[config.mk]
export PLATFORM = sky130hd
export DESIGN_NAME = wrp_ctrl
export DESIGN_NICKNAME = d
export VERILOG_FILES = /design/src/hw/rtl/wrp_pkg.sv /design/src/hw/rtl/wrp_ctrl.sv
export VERILOG_INCLUDE_DIRS = /design/src /design/src/hw/rtl
export SDC_FILE = /design/constraint.sdc
export NUM_CORES = 1
export LEC_CHECK = 0
export BUFFER_PORTS_ARGS = -buffer_cell sky130_fd_sc_hd__buf_4
export CAP_MARGIN = 10
export CORE_MARGIN = 1.5
export CORE_UTILIZATION = 37
export CTS_CLUSTER_SIZE = 24
export DETAILED_ROUTE_END_ITERATION = 6
export PLACE_DENSITY = 0.68
export SETUP_SLACK_MARGIN = 0.05
export SLEW_MARGIN = 20
export SYNTH_ARGS = -nofsm -noshare
export SYNTH_HDL_FRONTEND = slang
export SYNTH_SLANG_ARGS = --single-unit
export TNS_END_PERCENT = 10
[constraint.sdc]
create_clock -name i_clk -period 1.4 [get_ports i_clk]
set_input_delay 0.07 -clock i_clk [delete_from_list [all_inputs] [get_ports i_clk]]
set_output_delay 0.07 -clock i_clk [all_outputs]
set_load 0.01 [all_outputs]
[src/hw/rtl/wav_riff_header_parser_macros.svh]
// Assertion macros shared by the RIFF/WAVE header parser RTL.
// Needs a clock named i_clk and an active-low reset named i_rst_n in scope.
`ifndef WAV_RIFF_HEADER_PARSER_MACROS_SVH
`define WAV_RIFF_HEADER_PARSER_MACROS_SVH

// Clocked property, switched off while reset is held.
`define WRP_ASSERT(label, prop, msg) \
    label: assert property (@(posedge i_clk) disable iff (!i_rst_n) prop) else $error(msg);

// Condition that must never be seen at a clock edge.
`define WRP_ASSERT_NEVER(label, expr, msg) \
    `WRP_ASSERT(label, !(expr), msg)

`endif

[src/hw/rtl/wrp_pkg.sv]
// Types and constants for the RIFF/WAVE header parser.
// No dependencies; imported by every module of the block.
package wrp_pkg;

    localparam logic [31:0] TAG_RIFF      = 32'h5249_4646;
    localparam logic [31:0] TAG_WAVE      = 32'h5741_5645;
    localparam logic [31:0] TAG_FMT       = 32'h666D_7420;
    localparam logic [31:0] TAG_DATA      = 32'h6461_7461;
    localparam logic [31:0] CHUNK_HDR_LEN = 32'd8;
    localparam logic [31:0] FMT_LEN       = 32'd16;
    localparam logic [15:0] FMT_PCM       = 16'd1;

    typedef enum logic [2:0] {
        ST_OK,
        ST_NOT_RIFF,
        ST_FMT_SMALL,
        ST_DATA_FIRST,
        ST_MISSING,
        ST_NOT_PCM
    } t_status;

    typedef struct packed {
        logic [7:0] file_byte;
        logic       first_byte;
        logic       last_byte;
    } t_in_item;

    typedef struct packed {
        t_status     status;
        logic [15:0] channel_count;
        logic [31:0] sample_rate;
        logic [15:0] sample_bits;
        logic [31:0] data_bytes;
        logic [31:0] data_start;
        logic [31:0] sample_total;
    } t_out_item;

    // Work done on the byte of the current transaction
    typedef enum logic [2:0] {
        OP_NONE,
        OP_RIFF,
        OP_CHDR,
        OP_FMT,
        OP_SKIP
    } t_byte_op;

    // Next value of the field countdown
    typedef enum logic [2:0] {
        CD_KEEP,
        CD_DEC,
        CD_FLAG,
        CD_HDR,
        CD_FMT,
        CD_SIZE,
        CD_EXTRA
    } t_cd_sel;

    typedef struct packed {
        logic     clr;
        t_byte_op op;
        t_cd_sel  cd_sel;
        logic     load_extra;
        logic     set_fmt;
        logic     res_load;
        t_status  res_status;
        logic     div_start;
        logic     out_load;
    } t_dp_cmd;

    typedef struct packed {
        logic pos3;
        logic pos11;
        logic riff_bad;
        logic wave_ok;
        logic flag;
        logic cd_last;
        logic is_fmt;
        logic is_data;
        logic fmt_small;
        logic size_zero;
        logic extra_zero;
        logic fmt_seen;
        logic pcm;
        logic bpb_zero;
        logic div_done;
    } t_dp_status;

endpackage

[src/hw/rtl/wrp_ctrl.sv]
// Parse controller of the RIFF/WAVE header parser: phase state machine.
// Depends on wrp_pkg and wav_riff_header_parser_macros.svh.
`include "wav_riff_header_parser_macros.svh"

module wrp_ctrl
    import wrp_pkg::*;
(
    input  logic       i_clk,
    input  logic       i_rst_n,
    input  logic       i_in_valid,
    input  logic       i_first,
    input  logic       i_last,
    input  logic       i_out_free,
    input  t_dp_status i_status,
    output t_dp_cmd    o_cmd,
    output logic       o_in_stall
);

    typedef enum logic [2:0] {
        S_DONE,
        S_RIFF,
        S_CHDR,
        S_FMT,
        S_SKIP,
        S_DIV,
        S_HOLD
    } t_state;

    t_state  r_state;
    t_state  n_state;
    t_state  w_phase;
    t_dp_cmd w_cmd;
    logic    w_take;
    logic    w_res;
    t_status w_code;

    always_comb begin
        w_cmd      = '0;
        n_state    = r_state;
        w_phase    = r_state;
        w_res      = 1'b0;
        w_code     = ST_OK;
        o_in_stall = (r_state == S_DIV) || (r_state == S_HOLD);
        w_take     = i_in_valid && !o_in_stall;
        case (r_state)
            S_DIV: begin
                if (i_status.div_done) begin
                    n_state = S_HOLD;
                end
            end
            S_HOLD: begin
                if (i_out_free) begin
                    w_cmd.out_load = 1'b1;
                    n_state        = S_DONE;
                end
            end
            default: begin
                if (w_take) begin
                    w_cmd.clr = i_first;
                    w_phase   = i_first ? S_RIFF : r_state;
                    case (w_phase)
                        S_RIFF: begin
                            w_cmd.op = OP_RIFF;
                            n_state  = S_RIFF;
                            if (i_status.pos3 && i_status.riff_bad) begin
                                w_cmd.cd_sel = CD_FLAG;
                            end
                            if (i_status.pos11) begin
                                if (i_status.flag || !i_status.wave_ok) begin
                                    w_res  = 1'b1;
                                    w_code = ST_NOT_RIFF;
                                end else begin
                                    n_state      = S_CHDR;
                                    w_cmd.cd_sel = CD_HDR;
                                end
                            end
                        end
                        S_CHDR: begin
                            w_cmd.op     = OP_CHDR;
                            w_cmd.cd_sel = CD_DEC;
                            if (i_status.cd_last) begin
                                if (i_status.is_fmt) begin
                                    if (i_status.fmt_small) begin
                                        w_res  = 1'b1;
                                        w_code = ST_FMT_SMALL;
                                    end else begin
                                        n_state          = S_FMT;
                                        w_cmd.cd_sel     = CD_FMT;
                                        w_cmd.load_extra = 1'b1;
                                    end
                                end else if (i_status.is_data) begin
                                    w_res = 1'b1;
                                    if (!i_status.fmt_seen) begin
                                        w_code = ST_DATA_FIRST;
                                    end else if (!i_status.pcm) begin
                                        w_code = ST_NOT_PCM;
                                    end else begin
                                        w_code = ST_OK;
                                    end
                                end else if (i_status.size_zero) begin
                                    w_cmd.cd_sel = CD_HDR;
                                end else begin
                                    n_state      = S_SKIP;
                                    w_cmd.cd_sel = CD_SIZE;
                                end
                            end
                        end
                        S_FMT: begin
                            w_cmd.op     = OP_FMT;
                            w_cmd.cd_sel = CD_DEC;
                            if (i_status.cd_last) begin
                                w_cmd.set_fmt = 1'b1;
                                if (i_status.extra_zero) begin
                                    n_state      = S_CHDR;
                                    w_cmd.cd_sel = CD_HDR;
                                end else begin
                                    n_state      = S_SKIP;
                                    w_cmd.cd_sel = CD_EXTRA;
                                end
                            end
                        end
                        S_SKIP: begin
                            w_cmd.op     = OP_SKIP;
                            w_cmd.cd_sel = CD_DEC;
                            if (i_status.cd_last) begin
                                n_state      = S_CHDR;
                                w_cmd.cd_sel = CD_HDR;
                            end
                        end
                        default: begin
                            // idle: drop the byte
                        end
                    endcase
                    // early end of input
                    if (w_phase != S_DONE && !w_res && i_last) begin
                        w_res  = 1'b1;
                        w_code = (n_state == S_RIFF) ? ST_NOT_RIFF : ST_MISSING;
                    end
                    if (w_res) begin
                        w_cmd.res_load   = 1'b1;
                        w_cmd.res_status = w_code;
                        if (w_code == ST_OK && !i_status.bpb_zero) begin
                            w_cmd.div_start = 1'b1;
                            n_state         = S_DIV;
                        end else begin
                            n_state = S_HOLD;
                        end
                    end
                end
            end
        endcase
    end

    assign o_cmd = w_cmd;

    always_ff @(posedge i_clk) begin
        if (!i_rst_n) begin
            r_state <= S_DONE;
        end else begin
            r_state <= n_state;
        end
    end

    `WRP_ASSERT(a_res_leaves_parse, w_cmd.res_load |=> (r_state == S_DIV || r_state == S_HOLD), "result did not stop the parse")
    `WRP_ASSERT(a_load_to_idle, w_cmd.out_load |=> (r_state == S_DONE), "output load did not return to idle")
    `WRP_ASSERT_NEVER(a_done_outside_div, i_status.div_done && (r_state != S_DIV), "divide finished outside the divide state")

endmodule

==> out/results.tsv <==
stage	metric	value	unit
yosys	Mapped Area	812	um^2
yosys	Synth cell types	52	
timing	clk_skew	0.476	ps
routing	Wirelength per Cell	15.5	um
routing	Detailed Routing Iterations Pass 1	4	
placed_design	DP Cell Count	194	
routing	# DRC	0	
final_layout	Antenna Cells	0	
setup_path	r2r endpoint	r_state[0]	
worst_hold_path	WHS Path Cells	2	
die	die height	49.8	um
grt	largest net degree at the start of global routing	13	
timing	Setup TNS	-3260	ps
power_and_ir_drop	pwr dens	608	nW/um^2
final_layout	FILL cells	170	
final_layout	share of layout cells above drive strength 1	0.540	
die	core area	2020	um^2
worst_hold_path	Tightest Hold Check Type	input port to flop	
yosys	Post-synth EDFFs	0	
worst_hold_path	Hold Crit Start	i_rst_n	
final_layout	Largest register FFs	3	
setup_path	Worst Setup End Kind	primary output	
setup_path	CP bufs+invs	1	
yosys	average size of a mapped cell	6.94	um^2
setup_path	CP cell instances	nand4bb_4 -> or4_4 -> a211oi_2 -> buf_4	
timing	final worst path period share	1.26	
final_layout	Largest regs	r_state (3)	
grt	overall routing resource usage	0.271	
setup_path	slowest CP cell	or4_4	
yosys	synthesized flop and latch total	3	
setup_path	CP top delay family	simple AND/OR/NAND/NOR gates	
yosys	Post-synth ARST share	0	
setup_path	worst reg2reg path depth	6	
timing	final hold violations	0	
grt	initial antenna violation count	0	
routing	Vias/cell	5.88	
placed_design	post-DP HPWL	2.34	mm
final_layout	Layout area overhead	78.0	%
cts	H-Tree Depth	1	
setup_path	data required time of the worst path	1330	ps
yosys	Synth warnings	0	
routing	Routed WL	3.12	mm
setup_path	CP startpoint kind	flop	
die	starting density of the core	0.402	
routing	vias	1181	
job	# Max-Cap Violations	0	
timing	RSZ-0062 raised after global routing	yes	
grt	vias in the first global route	1141	
setup_path	WP data arrival	1690	ps
timing	Worst Slack Setup Final	-363	ps
yosys	Seq/Total Area, Yosys	0.0740	
power_and_ir_drop	Pleak	0.621	nW
routing	ANT nets after route	0	
setup_path	r2r startpoint	r_state[2]	
setup_path	Crit Path Max Fanout	4	
setup_path	critical path class	flop to primary output	
cts	CTS sink count	3	
final_layout	final std cells w/o fill	201	
placed_design	pre-CTS setup slack	-240	ps
die	Ports	37	
cts	CTS Hold Bufs	0	
setup_path	Worst R2R Setup Slack	-170	ps
die	die width	49.8	um
yosys	Mapped Nets	138	
setup_path	Worst path max stage delay	500	ps
final_layout	most frequent cells in the layout	buf_4 (58), nand2_1 (10), nor2_1 (6)	
timing	final setup vio count	15	
cts	Clock transition at path regs	40	ps
routing	DR iter-0 viols	23	
grt	Congestion Overflow GR	0	
die	DIE AREA	2480	um^2
status	status	finished, violations left	
cts	Clock Path Buffers	2	
timing	headroom to the max-slew limit	0.766	
status	violated checks	negative setup slack	
final_layout	most common cell after layout, fill and taps aside	buf_4	
placed_design	port bufs	36	
cts	CTS Buf Count	3	
yosys	Mapped Cells	117	
final_layout	fin nets	196	
die	Rows	16	
timing	Achievable Freq	567	MHz
yosys	Synth Flop Type	dfxtp_1	
timing	fin. max-slew vios	0	
placed_design	routability-driven placement congestion ratio	0.889	
cts	CTS tree	yes	
final_layout	Largest Register	r_state	
grt	first-pass GRT wire length	5.15	mm
cts	clock root cell	clkbuf_4	
power_and_ir_drop	VDD IR max	427	uV
cts	Clk Latency, worst-skew pair	250	ps
timing	min Tclk post-route	1760	ps
timing	Least-Margin Pin Slew	341	ps
worst_hold_path	hold endpoint	r_state[0]	
==> layout make-up <==
| cell class | count | area (um^2) | area share |
|---|---|---|---|
| tap | 27 | 33.8 | 0.0234 |
| inverter | 5 | 21.3 | 0.0147 |
| sequential | 3 | 66.3 | 0.0459 |
| timing repair buffer | 63 | 492 | 0.340 |
| clock buffer | 4 | 26.3 | 0.0182 |
| multi-input combinational | 99 | 806 | 0.558 |
==> what timing repair did <==
action	4_1_cts	5_1_grt
buffers inserted	0	3
setup endpoints to repair	18	17
pin swaps	4	3
hold endpoints to repair	0	0
cloned	0	0
resized for setup	22	8
==> synth_stat cells, drive strengths merged (2+ instances only) <==
master / count / area, um^2
nand3: 3 / 15.0
nand2b: 6 / 37.5
nand3b: 2 / 15.0
and4: 3 / 26.3
nor3: 4 / 20.0
mux2i: 2 / 20.0
a31oi: 3 / 33.8
a21oi: 6 / 30.0
nor2: 8 / 30.0
clkbuf: 6 / 22.5
o221ai: 2 / 17.5
buf: 4 / 26.3
dfxtp: 3 / 60.1
nor4: 2 / 18.8
nand2: 10 / 37.5
and3: 2 / 12.5
a22oi: 2 / 15.0
nor3b: 2 / 15.0
o31ai: 2 / 20.0
o211ai: 3 / 22.5
inv: 5 / 18.8
and2: 2 / 12.5
o21ai: 6 / 30.0
nor2b: 6 / 37.5
==> power by group <==
group	total (W)	leakage (nW)	switching, W	internal, W
Clock	0.000171	0.0150	0.0000626	0.000108
Combinational	0.000585	0.580	0.000284	0.000301
Sequential	0.000123	0.0261	0.0000233	0.0000999
==> how the worst max path moves through the flow <==
stage	start	end	slack, ps	cells after the start
finish	r_state[2]	o_cmd[4]	-360	4
CTS	r_state[0]	o_cmd[4]	-400	4
global route	r_state[2]	o_cmd[4]	-430	4
detailed placement	r_state[1]	r_state[1]	-240	5
floorplan	r_state[0]	o_cmd[4]	-80	4
global placement	r_state[1]	r_state[1]	-210	5
==> per-stage QoR <==
| stage | instance area (um^2) | util | hold WS [ps] | total power [W] |
|---|---|---|---|---|
| after floorplan | 850 | - | 208 | 0.000389 |
| after global placement | 1280 | 0.635 | 348 | 0.000615 |
| after detailed placement | 1280 | 0.635 | 367 | 0.000621 |
| after CTS | 1380 | 0.682 | 126 | 0.000834 |
| after global routing | 1450 | 0.715 | 136 | 0.000935 |
| final | 1450 | 0.715 | 120 | 0.000879 |
==> per-layer routing <==
metal | share of wire | routed length, um | GRT usage | vias up
met5 | 0 | 0 | 0 | -
met4 | 0.036 | 112 | 0.148 | 0
met3 | 0.053 | 166 | 0.0394 | 17
met2 | 0.49 | 1520 | 0.462 | 56
met1 | 0.42 | 1330 | 0.324 | 543
li1 | - | - | - | 565
==> logic make-up after synthesis <==
logic type / count (synthesis) / share of synthesized area
AO/OA/AOI/OAI: 40 / 0.399
XOR/XNOR: 1 / 0.0108
flip-flops: 3 / 0.0740
buffers and inverters: 15 / 0.0832
AND/OR/NAND/NOR: 56 / 0.408
multiplexers: 2 / 0.0247
Note: power is estimated with default switching activity, not from simulation.
