**config.mk**
```make
export PLATFORM = sky130hd
export DESIGN_NAME = wrp_dpath
export DESIGN_NICKNAME = d
export VERILOG_FILES = /design/src/hw/rtl/wrp_pkg.sv /design/src/hw/rtl/wrp_dpath.sv
export VERILOG_INCLUDE_DIRS = /design/src /design/src/hw/rtl
export SDC_FILE = /design/constraint.sdc
export NUM_CORES = 1
export LEC_CHECK = 0
export BUFFER_PORTS_ARGS = -buffer_cell sky130_fd_sc_hd__buf_4
export CAP_MARGIN = 20
export CORE_UTILIZATION = 35
export CTS_CLUSTER_DIAMETER = 150
export CTS_CLUSTER_SIZE = 14
export DETAILED_ROUTE_END_ITERATION = 7
export HOLD_SLACK_MARGIN = 0.1
export SYNTH_ARGS = -nofsm -noshare
export SYNTH_HDL_FRONTEND = slang
export SYNTH_SLANG_ARGS = --single-unit
export TNS_END_PERCENT = 100
```
**constraint.sdc**
```tcl
create_clock -name i_clk -period 4.7 [get_ports i_clk]
set_input_delay 0.705 -clock i_clk [delete_from_list [all_inputs] [get_ports i_clk]]
set_output_delay 0.705 -clock i_clk [all_outputs]
set_load 0.01 [all_outputs]
```
**src/hw/rtl/wav_riff_header_parser_macros.svh**
```systemverilog
// Assertion macros shared by the RIFF/WAVE header parser RTL.
// Needs a clock named i_clk and an active-low reset named i_rst_n in scope.
`ifndef WAV_RIFF_HEADER_PARSER_MACROS_SVH
`define WAV_RIFF_HEADER_PARSER_MACROS_SVH

// Clocked property, switched off while reset is held.
`define WRP_ASSERT(label, prop, msg) \
    label: assert property (@(posedge i_clk) disable iff (!i_rst_n) prop) else $error(msg);

// Condition that must never be seen at a clock edge.
`define WRP_ASSERT_NEVER(label, expr, msg) \
    `WRP_ASSERT(label, !(expr), msg)

`endif

```
**src/hw/rtl/wrp_pkg.sv**
```systemverilog
// Types and constants for the RIFF/WAVE header parser.
// No dependencies; imported by every module of the block.
package wrp_pkg;

    localparam logic [31:0] TAG_RIFF      = 32'h5249_4646;
    localparam logic [31:0] TAG_WAVE      = 32'h5741_5645;
    localparam logic [31:0] TAG_FMT       = 32'h666D_7420;
    localparam logic [31:0] TAG_DATA      = 32'h6461_7461;
    localparam logic [31:0] CHUNK_HDR_LEN = 32'd8;
    localparam logic [31:0] FMT_LEN       = 32'd16;
    localparam logic [15:0] FMT_PCM       = 16'd1;

    typedef enum logic [2:0] {
        ST_OK,
        ST_NOT_RIFF,
        ST_FMT_SMALL,
        ST_DATA_FIRST,
        ST_MISSING,
        ST_NOT_PCM
    } t_status;

    typedef struct packed {
        logic [7:0] file_byte;
        logic       first_byte;
        logic       last_byte;
    } t_in_item;

    typedef struct packed {
        t_status     status;
        logic [15:0] channel_count;
        logic [31:0] sample_rate;
        logic [15:0] sample_bits;
        logic [31:0] data_bytes;
        logic [31:0] data_start;
        logic [31:0] sample_total;
    } t_out_item;

    // Work done on the byte of the current transaction
    typedef enum logic [2:0] {
        OP_NONE,
        OP_RIFF,
        OP_CHDR,
        OP_FMT,
        OP_SKIP
    } t_byte_op;

    // Next value of the field countdown
    typedef enum logic [2:0] {
        CD_KEEP,
        CD_DEC,
        CD_FLAG,
        CD_HDR,
        CD_FMT,
        CD_SIZE,
        CD_EXTRA
    } t_cd_sel;

    typedef struct packed {
        logic     clr;
        t_byte_op op;
        t_cd_sel  cd_sel;
        logic     load_extra;
        logic     set_fmt;
        logic     res_load;
        t_status  res_status;
        logic     div_start;
        logic     out_load;
    } t_dp_cmd;

    typedef struct packed {
        logic pos3;
        logic pos11;
        logic riff_bad;
        logic wave_ok;
        logic flag;
        logic cd_last;
        logic is_fmt;
        logic is_data;
        logic fmt_small;
        logic size_zero;
        logic extra_zero;
        logic fmt_seen;
        logic pcm;
        logic bpb_zero;
        logic div_done;
    } t_dp_status;

endpackage

```
**src/hw/rtl/wrp_dpath.sv**
```systemverilog
// Datapath of the RIFF/WAVE header parser: byte counters, header shift,
// fmt capture, result staging and a radix-2 sample-count divider.
// Depends on wrp_pkg and wav_riff_header_parser_macros.svh.
`include "wav_riff_header_parser_macros.svh"

module wrp_dpath
    import wrp_pkg::*;
(
    input  logic       i_clk,
    input  logic       i_rst_n,
    input  logic [7:0] i_file_byte,
    input  t_dp_cmd    i_cmd,
    output t_dp_status o_status,
    output t_out_item  o_result
);

    localparam int DIV_STEPS = 32;
    localparam int DEN_W     = 13;
    localparam int CNT_W     = $clog2(DIV_STEPS);

    logic [31:0] r_pos, n_pos, e_pos;
    logic [31:0] r_cd, n_cd, e_cd;
    logic [63:0] r_shift, n_shift, e_shift;
    logic        r_fmt_seen, n_fmt_seen, e_fmt_seen;
    logic [15:0] r_fmt_code, n_fmt_code, e_fmt_code;
    logic [15:0] r_chan, n_chan, e_chan;
    logic [31:0] r_rate, n_rate, e_rate;
    logic [15:0] r_bits, n_bits, e_bits;
    t_out_item   r_res;

    logic [31:0]      r_div_quo;
    logic [DEN_W-1:0] r_div_rem;
    logic [DEN_W-1:0] r_div_den;
    logic [CNT_W-1:0] r_div_cnt;
    logic             r_div_busy;
    logic             r_div_done;

    logic [63:0]      w_shift;
    logic [31:0]      w_dsize;
    logic [31:0]      w_id;
    logic [4:0]       w_idx_full;
    logic [3:0]       w_idx;
    logic [DEN_W:0]   w_trial;
    logic [DEN_W:0]   w_diff;
    logic             w_ge;
    logic [DEN_W-1:0] n_div_rem;
    logic [31:0]      n_div_quo;

    function automatic logic [31:0] swap32(input logic [31:0] v);
        return {v[7:0], v[15:8], v[23:16], v[31:24]};
    endfunction

    // A first mark clears the parse before its byte is worked on
    always_comb begin
        e_pos      = i_cmd.clr ? '0 : r_pos;
        e_cd       = i_cmd.clr ? '0 : r_cd;
        e_shift    = i_cmd.clr ? '0 : r_shift;
        e_fmt_seen = i_cmd.clr ? 1'b0 : r_fmt_seen;
        e_fmt_code = i_cmd.clr ? '0 : r_fmt_code;
        e_chan     = i_cmd.clr ? '0 : r_chan;
        e_rate     = i_cmd.clr ? '0 : r_rate;
        e_bits     = i_cmd.clr ? '0 : r_bits;
    end

    assign w_shift    = {e_shift[55:0], i_file_byte};
    assign w_dsize    = swap32(w_shift[31:0]);
    assign w_id       = w_shift[63:32];
    assign w_idx_full = 5'd16 - e_cd[4:0];
    assign w_idx      = w_idx_full[3:0];

    always_comb begin
        o_status            = '0;
        o_status.pos3       = (e_pos == 32'd3);
        o_status.pos11      = (e_pos == 32'd11);
        o_status.riff_bad   = (w_shift[31:0] != TAG_RIFF);
        o_status.wave_ok    = (w_shift[31:0] == TAG_WAVE);
        o_status.flag       = (e_cd != '0);
        o_status.cd_last    = (e_cd == 32'd1);
        o_status.is_fmt     = (w_id == TAG_FMT);
        o_status.is_data    = (w_id == TAG_DATA);
        o_status.fmt_small  = (w_dsize < FMT_LEN);
        o_status.size_zero  = (w_dsize == '0);
        o_status.extra_zero = (e_shift[31:0] == '0);
        o_status.fmt_seen   = e_fmt_seen;
        o_status.pcm        = (e_fmt_code == FMT_PCM);
        o_status.bpb_zero   = (e_bits[15:3] == '0);
        o_status.div_done   = r_div_done;
    end

    always_comb begin
        n_pos      = e_pos;
        n_cd       = e_cd;
        n_shift    = e_shift;
        n_fmt_seen = e_fmt_seen | i_cmd.set_fmt;
        n_fmt_code = e_fmt_code;
        n_chan     = e_chan;
        n_rate     = e_rate;
        n_bits     = e_bits;
        if (i_cmd.op != OP_NONE) begin
            n_pos = e_pos + 32'd1;
        end
        if (i_cmd.op == OP_RIFF || i_cmd.op == OP_CHDR) begin
            n_shift = w_shift;
        end
        // hold the count of fmt bytes beyond the first sixteen
        if (i_cmd.load_extra) begin
            n_shift = {32'd0, w_dsize - FMT_LEN};
        end
        if (i_cmd.op == OP_FMT) begin
            case (w_idx)
                4'd0:    n_fmt_code[7:0]  = i_file_byte;
                4'd1:    n_fmt_code[15:8] = i_file_byte;
                4'd2:    n_chan[7:0]      = i_file_byte;
                4'd3:    n_chan[15:8]     = i_file_byte;
                4'd4:    n_rate[7:0]      = i_file_byte;
                4'd5:    n_rate[15:8]     = i_file_byte;
                4'd6:    n_rate[23:16]    = i_file_byte;
                4'd7:    n_rate[31:24]    = i_file_byte;
                4'd14:   n_bits[7:0]      = i_file_byte;
                4'd15:   n_bits[15:8]     = i_file_byte;
                default: ;
            endcase
        end
        case (i_cmd.cd_sel)
            CD_KEEP:  n_cd = e_cd;
            CD_DEC:   n_cd = e_cd - 32'd1;
            CD_FLAG:  n_cd = 32'd1;
            CD_HDR:   n_cd = CHUNK_HDR_LEN;
            CD_FMT:   n_cd = FMT_LEN;
            CD_SIZE:  n_cd = w_dsize;
            CD_EXTRA: n_cd = e_shift[31:0];
            default:  n_cd = e_cd;
        endcase
    end

    // one quotient bit per cycle
    assign w_trial   = {r_div_rem, r_div_quo[31]};
    assign w_ge      = (w_trial >= {1'b0, r_div_den});
    assign w_diff    = w_trial - {1'b0, r_div_den};
    assign n_div_rem = w_ge ? w_diff[DEN_W-1:0] : w_trial[DEN_W-1:0];
    assign n_div_quo = {r_div_quo[30:0], w_ge};

    always_ff @(posedge i_clk) begin
        if (!i_rst_n) begin
            r_pos      <= '0;
            r_cd       <= '0;
            r_fmt_seen <= 1'b0;
            r_div_cnt  <= '0;
            r_div_busy <= 1'b0;
            r_div_done <= 1'b0;
        end else begin
            r_pos      <= n_pos;
            r_cd       <= n_cd;
            r_fmt_seen <= n_fmt_seen;
            r_div_done <= 1'b0;
            if (i_cmd.div_start) begin
                r_div_cnt  <= '0;
                r_div_busy <= 1'b1;
            end else if (r_div_busy) begin
                r_div_cnt <= r_div_cnt + 1'b1;
                if (r_div_cnt == CNT_W'(DIV_STEPS - 1)) begin
                    r_div_busy <= 1'b0;
                    r_div_done <= 1'b1;
                end
            end
        end
    end

    always_ff @(posedge i_clk) begin
        r_shift    <= n_shift;
        r_fmt_code <= n_fmt_code;
        r_chan     <= n_chan;
        r_rate     <= n_rate;
        r_bits     <= n_bits;
        if (i_cmd.res_load) begin
            r_res              <= '0;
            r_res.status       <= i_cmd.res_status;
            if (i_cmd.res_status == ST_OK) begin
                r_res.channel_count <= e_chan;
                r_res.sample_rate   <= e_rate;
                r_res.sample_bits   <= e_bits;
                r_res.data_bytes    <= w_dsize;
                r_res.data_start    <= e_pos + 32'd1;
            end
        end
        if (i_cmd.div_start) begin
            r_div_quo <= w_dsize;
            r_div_rem <= '0;
            r_div_den <= e_bits[15:3];
        end else if (r_div_busy) begin
            r_div_quo <= n_div_quo;
            r_div_rem <= n_div_rem;
            if (r_div_cnt == CNT_W'(DIV_STEPS - 1)) begin
                r_res.sample_total <= n_div_quo;
            end
        end
    end

    assign o_result = r_res;

    `WRP_ASSERT(a_div_starts, i_cmd.div_start |=> (r_div_busy && r_div_cnt == '0), "divider did not start")
    `WRP_ASSERT(a_done_after_busy, r_div_done |-> $past(r_div_busy), "divide done without a run")
    `WRP_ASSERT_NEVER(a_zero_divisor, r_div_busy && (r_div_den == '0), "divider running on a zero divisor")

endmodule
```
==> flow_metrics.py <==
metrics = {
    "clocking": {
        "cts_buffer_depth": 3,
        "root_buffer": "clkbuf_16",
        "cts_hold_buf": 0,
        "cts_sinks": 429,
        "cts_htree_levels": 2,
        "path_clk_slew_ps": 70,
        "cts_resized": 0,
        "cts_tree": "yes",
        "numCtsBuffers": 36,
        "clock_latency_ps": 580,
        "postCtsSetupBuffers": 0,
    },
    "placement": {
        "pre_cts_ws_ps": 776,
        "hpwl_mm": 38.1,
        "gp_congestion": 0.929,
        "port_buffers": 201,
        "placed_area_mm2": 0.0225,
    },
    "final_layout": {
        "design_area_mm2": 0.0235,
        "register_area_mm2": 0.0103,
        "drive_gt1_frac": 0.179,
        "fill_cells": 5632,
        "multi_input_area_mm2": 0.00932,
        "fin_util": 0.409,
        "fin_nets": 2264,
        "area_growth_syn_to_layout_pct": 15.4,
    },
    "yosys": {
        "post_synth.cell_area_avg_um2": 9.69,
        "synthTopCellsByCount": "dfxtp_1, nand2_1, nor2_1",
        "syn-num-nets": 2156,
        "synth.top_cells.by_area": "edfxtp_1, dfxtp_1, mux2_2",
        "synthArstFlopShare": 0,
        "synth_cell_types": 81,
        "postSynthCellCount": 2105,
        "yosysWarnings": 0,
        "yosysTopAreaCell": "edfxtp_1",
        "synth-seq-cells": 429,
        "synth_edf_count": 176,
        "yosysTopAreaCellShare": 0.259,
        "synth_ff_type": "dfxtp_1",
        "yosysMostFrequentCell": "dfxtp_1",
        "syn-cell-area_mm2": 0.0204,
        "ys_seq_area_frac": 0.507,
    },
    "drt": {
        "ant_nets": 0,
        "via_count": 16100,
        "drt_iter0_drc": 1412,
        "route.detailed.drc": 0,
        "wirelength_mm": 58.1,
        "dr.pass1.iters": 5,
        "viasPerCell": 5.37,
        "routedWlPerCell_um": 19.3,
    },
    "global_route": {
        "grt_pass1_wl_mm": 89.9,
        "gr-usage-all-layers": 0.192,
        "gr-total-overflow": 0,
        "grt_max_degree": 100,
        "grt_pass1_vias": 15200,
        "antenna_found_initial": 2,
    },
    "timing": {
        "fin_crit_sh": 0.861,
        "fin_ws_ps": 653,
        "setup_tns_ps": 0,
        "rsz0062_at_grt": "false",
        "hold_viol": 0,
        "final_max_slew_viol_count": 0,
        "finClkSkew_ps": 23.4,
        "slew_headroom": 0.322,
        "fin_crit_ps": 4050,
        "setup_viol": 0,
        "fmax_ghz": 0.247,
        "worstMarginPinSlew_ps": 1010,
    },
    "pwr": {
        "worst_ir_drop_vdd_uv": 224,
        "p_leak_nw": 8.94,
        "finalPower_w": 0.00821,
        "power_density_mw_per_mm2": 349,
    },
    "worst_setup_path": {
        "rr_endpoint": "r_bits[5]$_DFF_P_",
        "r2r-start": "r_cd[0]$_SDFF_PN0_",
        "worst-path-max-fanout": 6,
        "path_class": "register to primary output",
        "reg2reg_depth": 7,
        "end_kind": "primary output",
        "cp_num_buf_inv": 2,
        "worst_setup_path_start_kind": "register",
        "required_ps": 3990,
        "worstPathCellList": "nand2_1 > inv_1 > ha_1 > nor4b_1 > o21ai_0 > or4b_1 > nor4_1 > o2111a_1 > buf_4",
        "crit_family": "simple AND/OR/NAND/NOR gates",
        "ff2ff_setup_slack_ps": 1560,
        "arrival_ps": 3340,
        "slowest_stage": "or4b_1",
        "slowest_delay_ps": 540,
    },
    "min_path": {
        "hold_end": "o_result[161]$_DFFE_PP_",
        "hp-start": "i_cmd[3]",
        "whs_path_depth": 1,
        "hold_path.class": "input port to register",
    },
    "floorplan": {
        "ioPinCount": 203,
        "die_width_um": 243,
        "rows": 88,
        "die_h_um": 243,
        "start_util": 0.354,
        "die_area_mm2": 0.0593,
        "core_area_mm2": 0.0576,
    },
    "run_status": {
        "status": "finished clean",
    },
    "run": {
        "cap_violations": 0,
    },
}
-- routing by layer --
layer  share of wire  GRT usage
met5         0.00029          0
met4           0.024     0.0585
met3           0.055     0.0296
met2            0.47      0.312
met1            0.45      0.261
-- cell families (layout without fill, tap and decap cells) --
family,count (synthesis),after routing,share of synthesized area
compound gates,371,371,0.114
simple gates,883,883,0.226
other cells,0,1,0
fa+ha+maj,26,26,0.0163
buf+inv,196,330,0.0370
flops,429,429,0.507
mux,125,125,0.0674
xor+xnor,75,75,0.0322
-- worst max path at each step --
stage | startpoint | to | slack (ps) | depth (start not counted)
5_1_grt | r_shift[20]$_DFF_P_ | o_status[12] | 460 | 9
4_1_cts | r_shift[20]$_DFF_P_ | o_status[11] | 670 | 9
3_5_place_dp | i_cmd[14] | o_status[11] | 780 | 10
3_3_place_gp | i_cmd[14] | o_status[11] | 800 | 10
2_1_floorplan | i_cmd[14] | o_status[11] | 580 | 13
6_report | r_shift[20]$_DFF_P_ | o_status[11] | 650 | 9
-- per-stage QoR --
step	instances	hold slack, ps
floorplan	2105	426
global placement	2938	441
detailed placement	2938	445
CTS	3002	308
global route	3005	316
finish	3005	344
-- where the power goes --
group	total [W]	switching, W	internal, W
Combinational	0.00108	0.000676	0.000405
Clock	0.00289	0.00142	0.00147
Sequential	0.00424	0.000190	0.00405
Total	0.00821	0.00229	0.00592
-- worst register-to-register path: stages (launching register included) --
cell	delay, ps
dfxtp_1	390
nor2b_1	430
inv_1	160
ha_1	340
or3_1	380
a21oi_1	170
nor2b_1	720
mux2_2	420
-- registers in the layout, summed over array words and instances, names as in the netlist, 16 cells and up --
name,count
r_rate,32
r_bits,16
r_shift,56
o_result,163
r_div_quo,32
r_pos,32
r_chan,16
r_cd,32
r_fmt_code,16
-- layout make-up --
| type | count | area share |
|---|---|---|
| clock inverters | 4 | 0.00213 |
| diodes | 1 | 0.000106 |
| multi-input cells | 1480 | 0.396 |
| well taps | 765 | 0.0407 |
| flip-flops and latches | 429 | 0.440 |
| repair buffers | 223 | 0.0726 |
| inverters | 43 | 0.00685 |
| clock buffers | 60 | 0.0425 |
-- cell usage in the layout (no fill, tap or decap), types with 6 or more instances in the layout --
| cell type | count |
|---|---|
| a211oi_1 | 15 |
| a21o_1 | 7 |
| a21oi_1 | 110 |
| a22oi_1 | 26 |
| a311oi_1 | 6 |
| a31o_2 | 9 |
| a31oi_1 | 19 |
| and2_1 | 83 |
| and3_1 | 17 |
| buf_4 | 218 |
| clkbuf_1 | 23 |
| clkbuf_16 | 36 |
| dfxtp_1 | 253 |
| edfxtp_1 | 176 |
| ha_1 | 25 |
| inv_1 | 41 |
| mux2_2 | 99 |
| mux2i_1 | 26 |
| nand2_1 | 221 |
| nand2b_1 | 8 |
| nand3_1 | 27 |
| nand3b_1 | 39 |
| nand4_1 | 18 |
| nor2_1 | 184 |
| nor2b_1 | 124 |
| nor3_1 | 48 |
| nor3b_1 | 11 |
| nor4_1 | 33 |
| o21a_1 | 13 |
| o21ai_0 | 85 |
| o22ai_1 | 20 |
| o31ai_1 | 10 |
| or2_2 | 9 |
| or3_1 | 20 |
| xnor2_1 | 32 |
| xor2_1 | 43 |
Power figures use the tool's default switching activity.
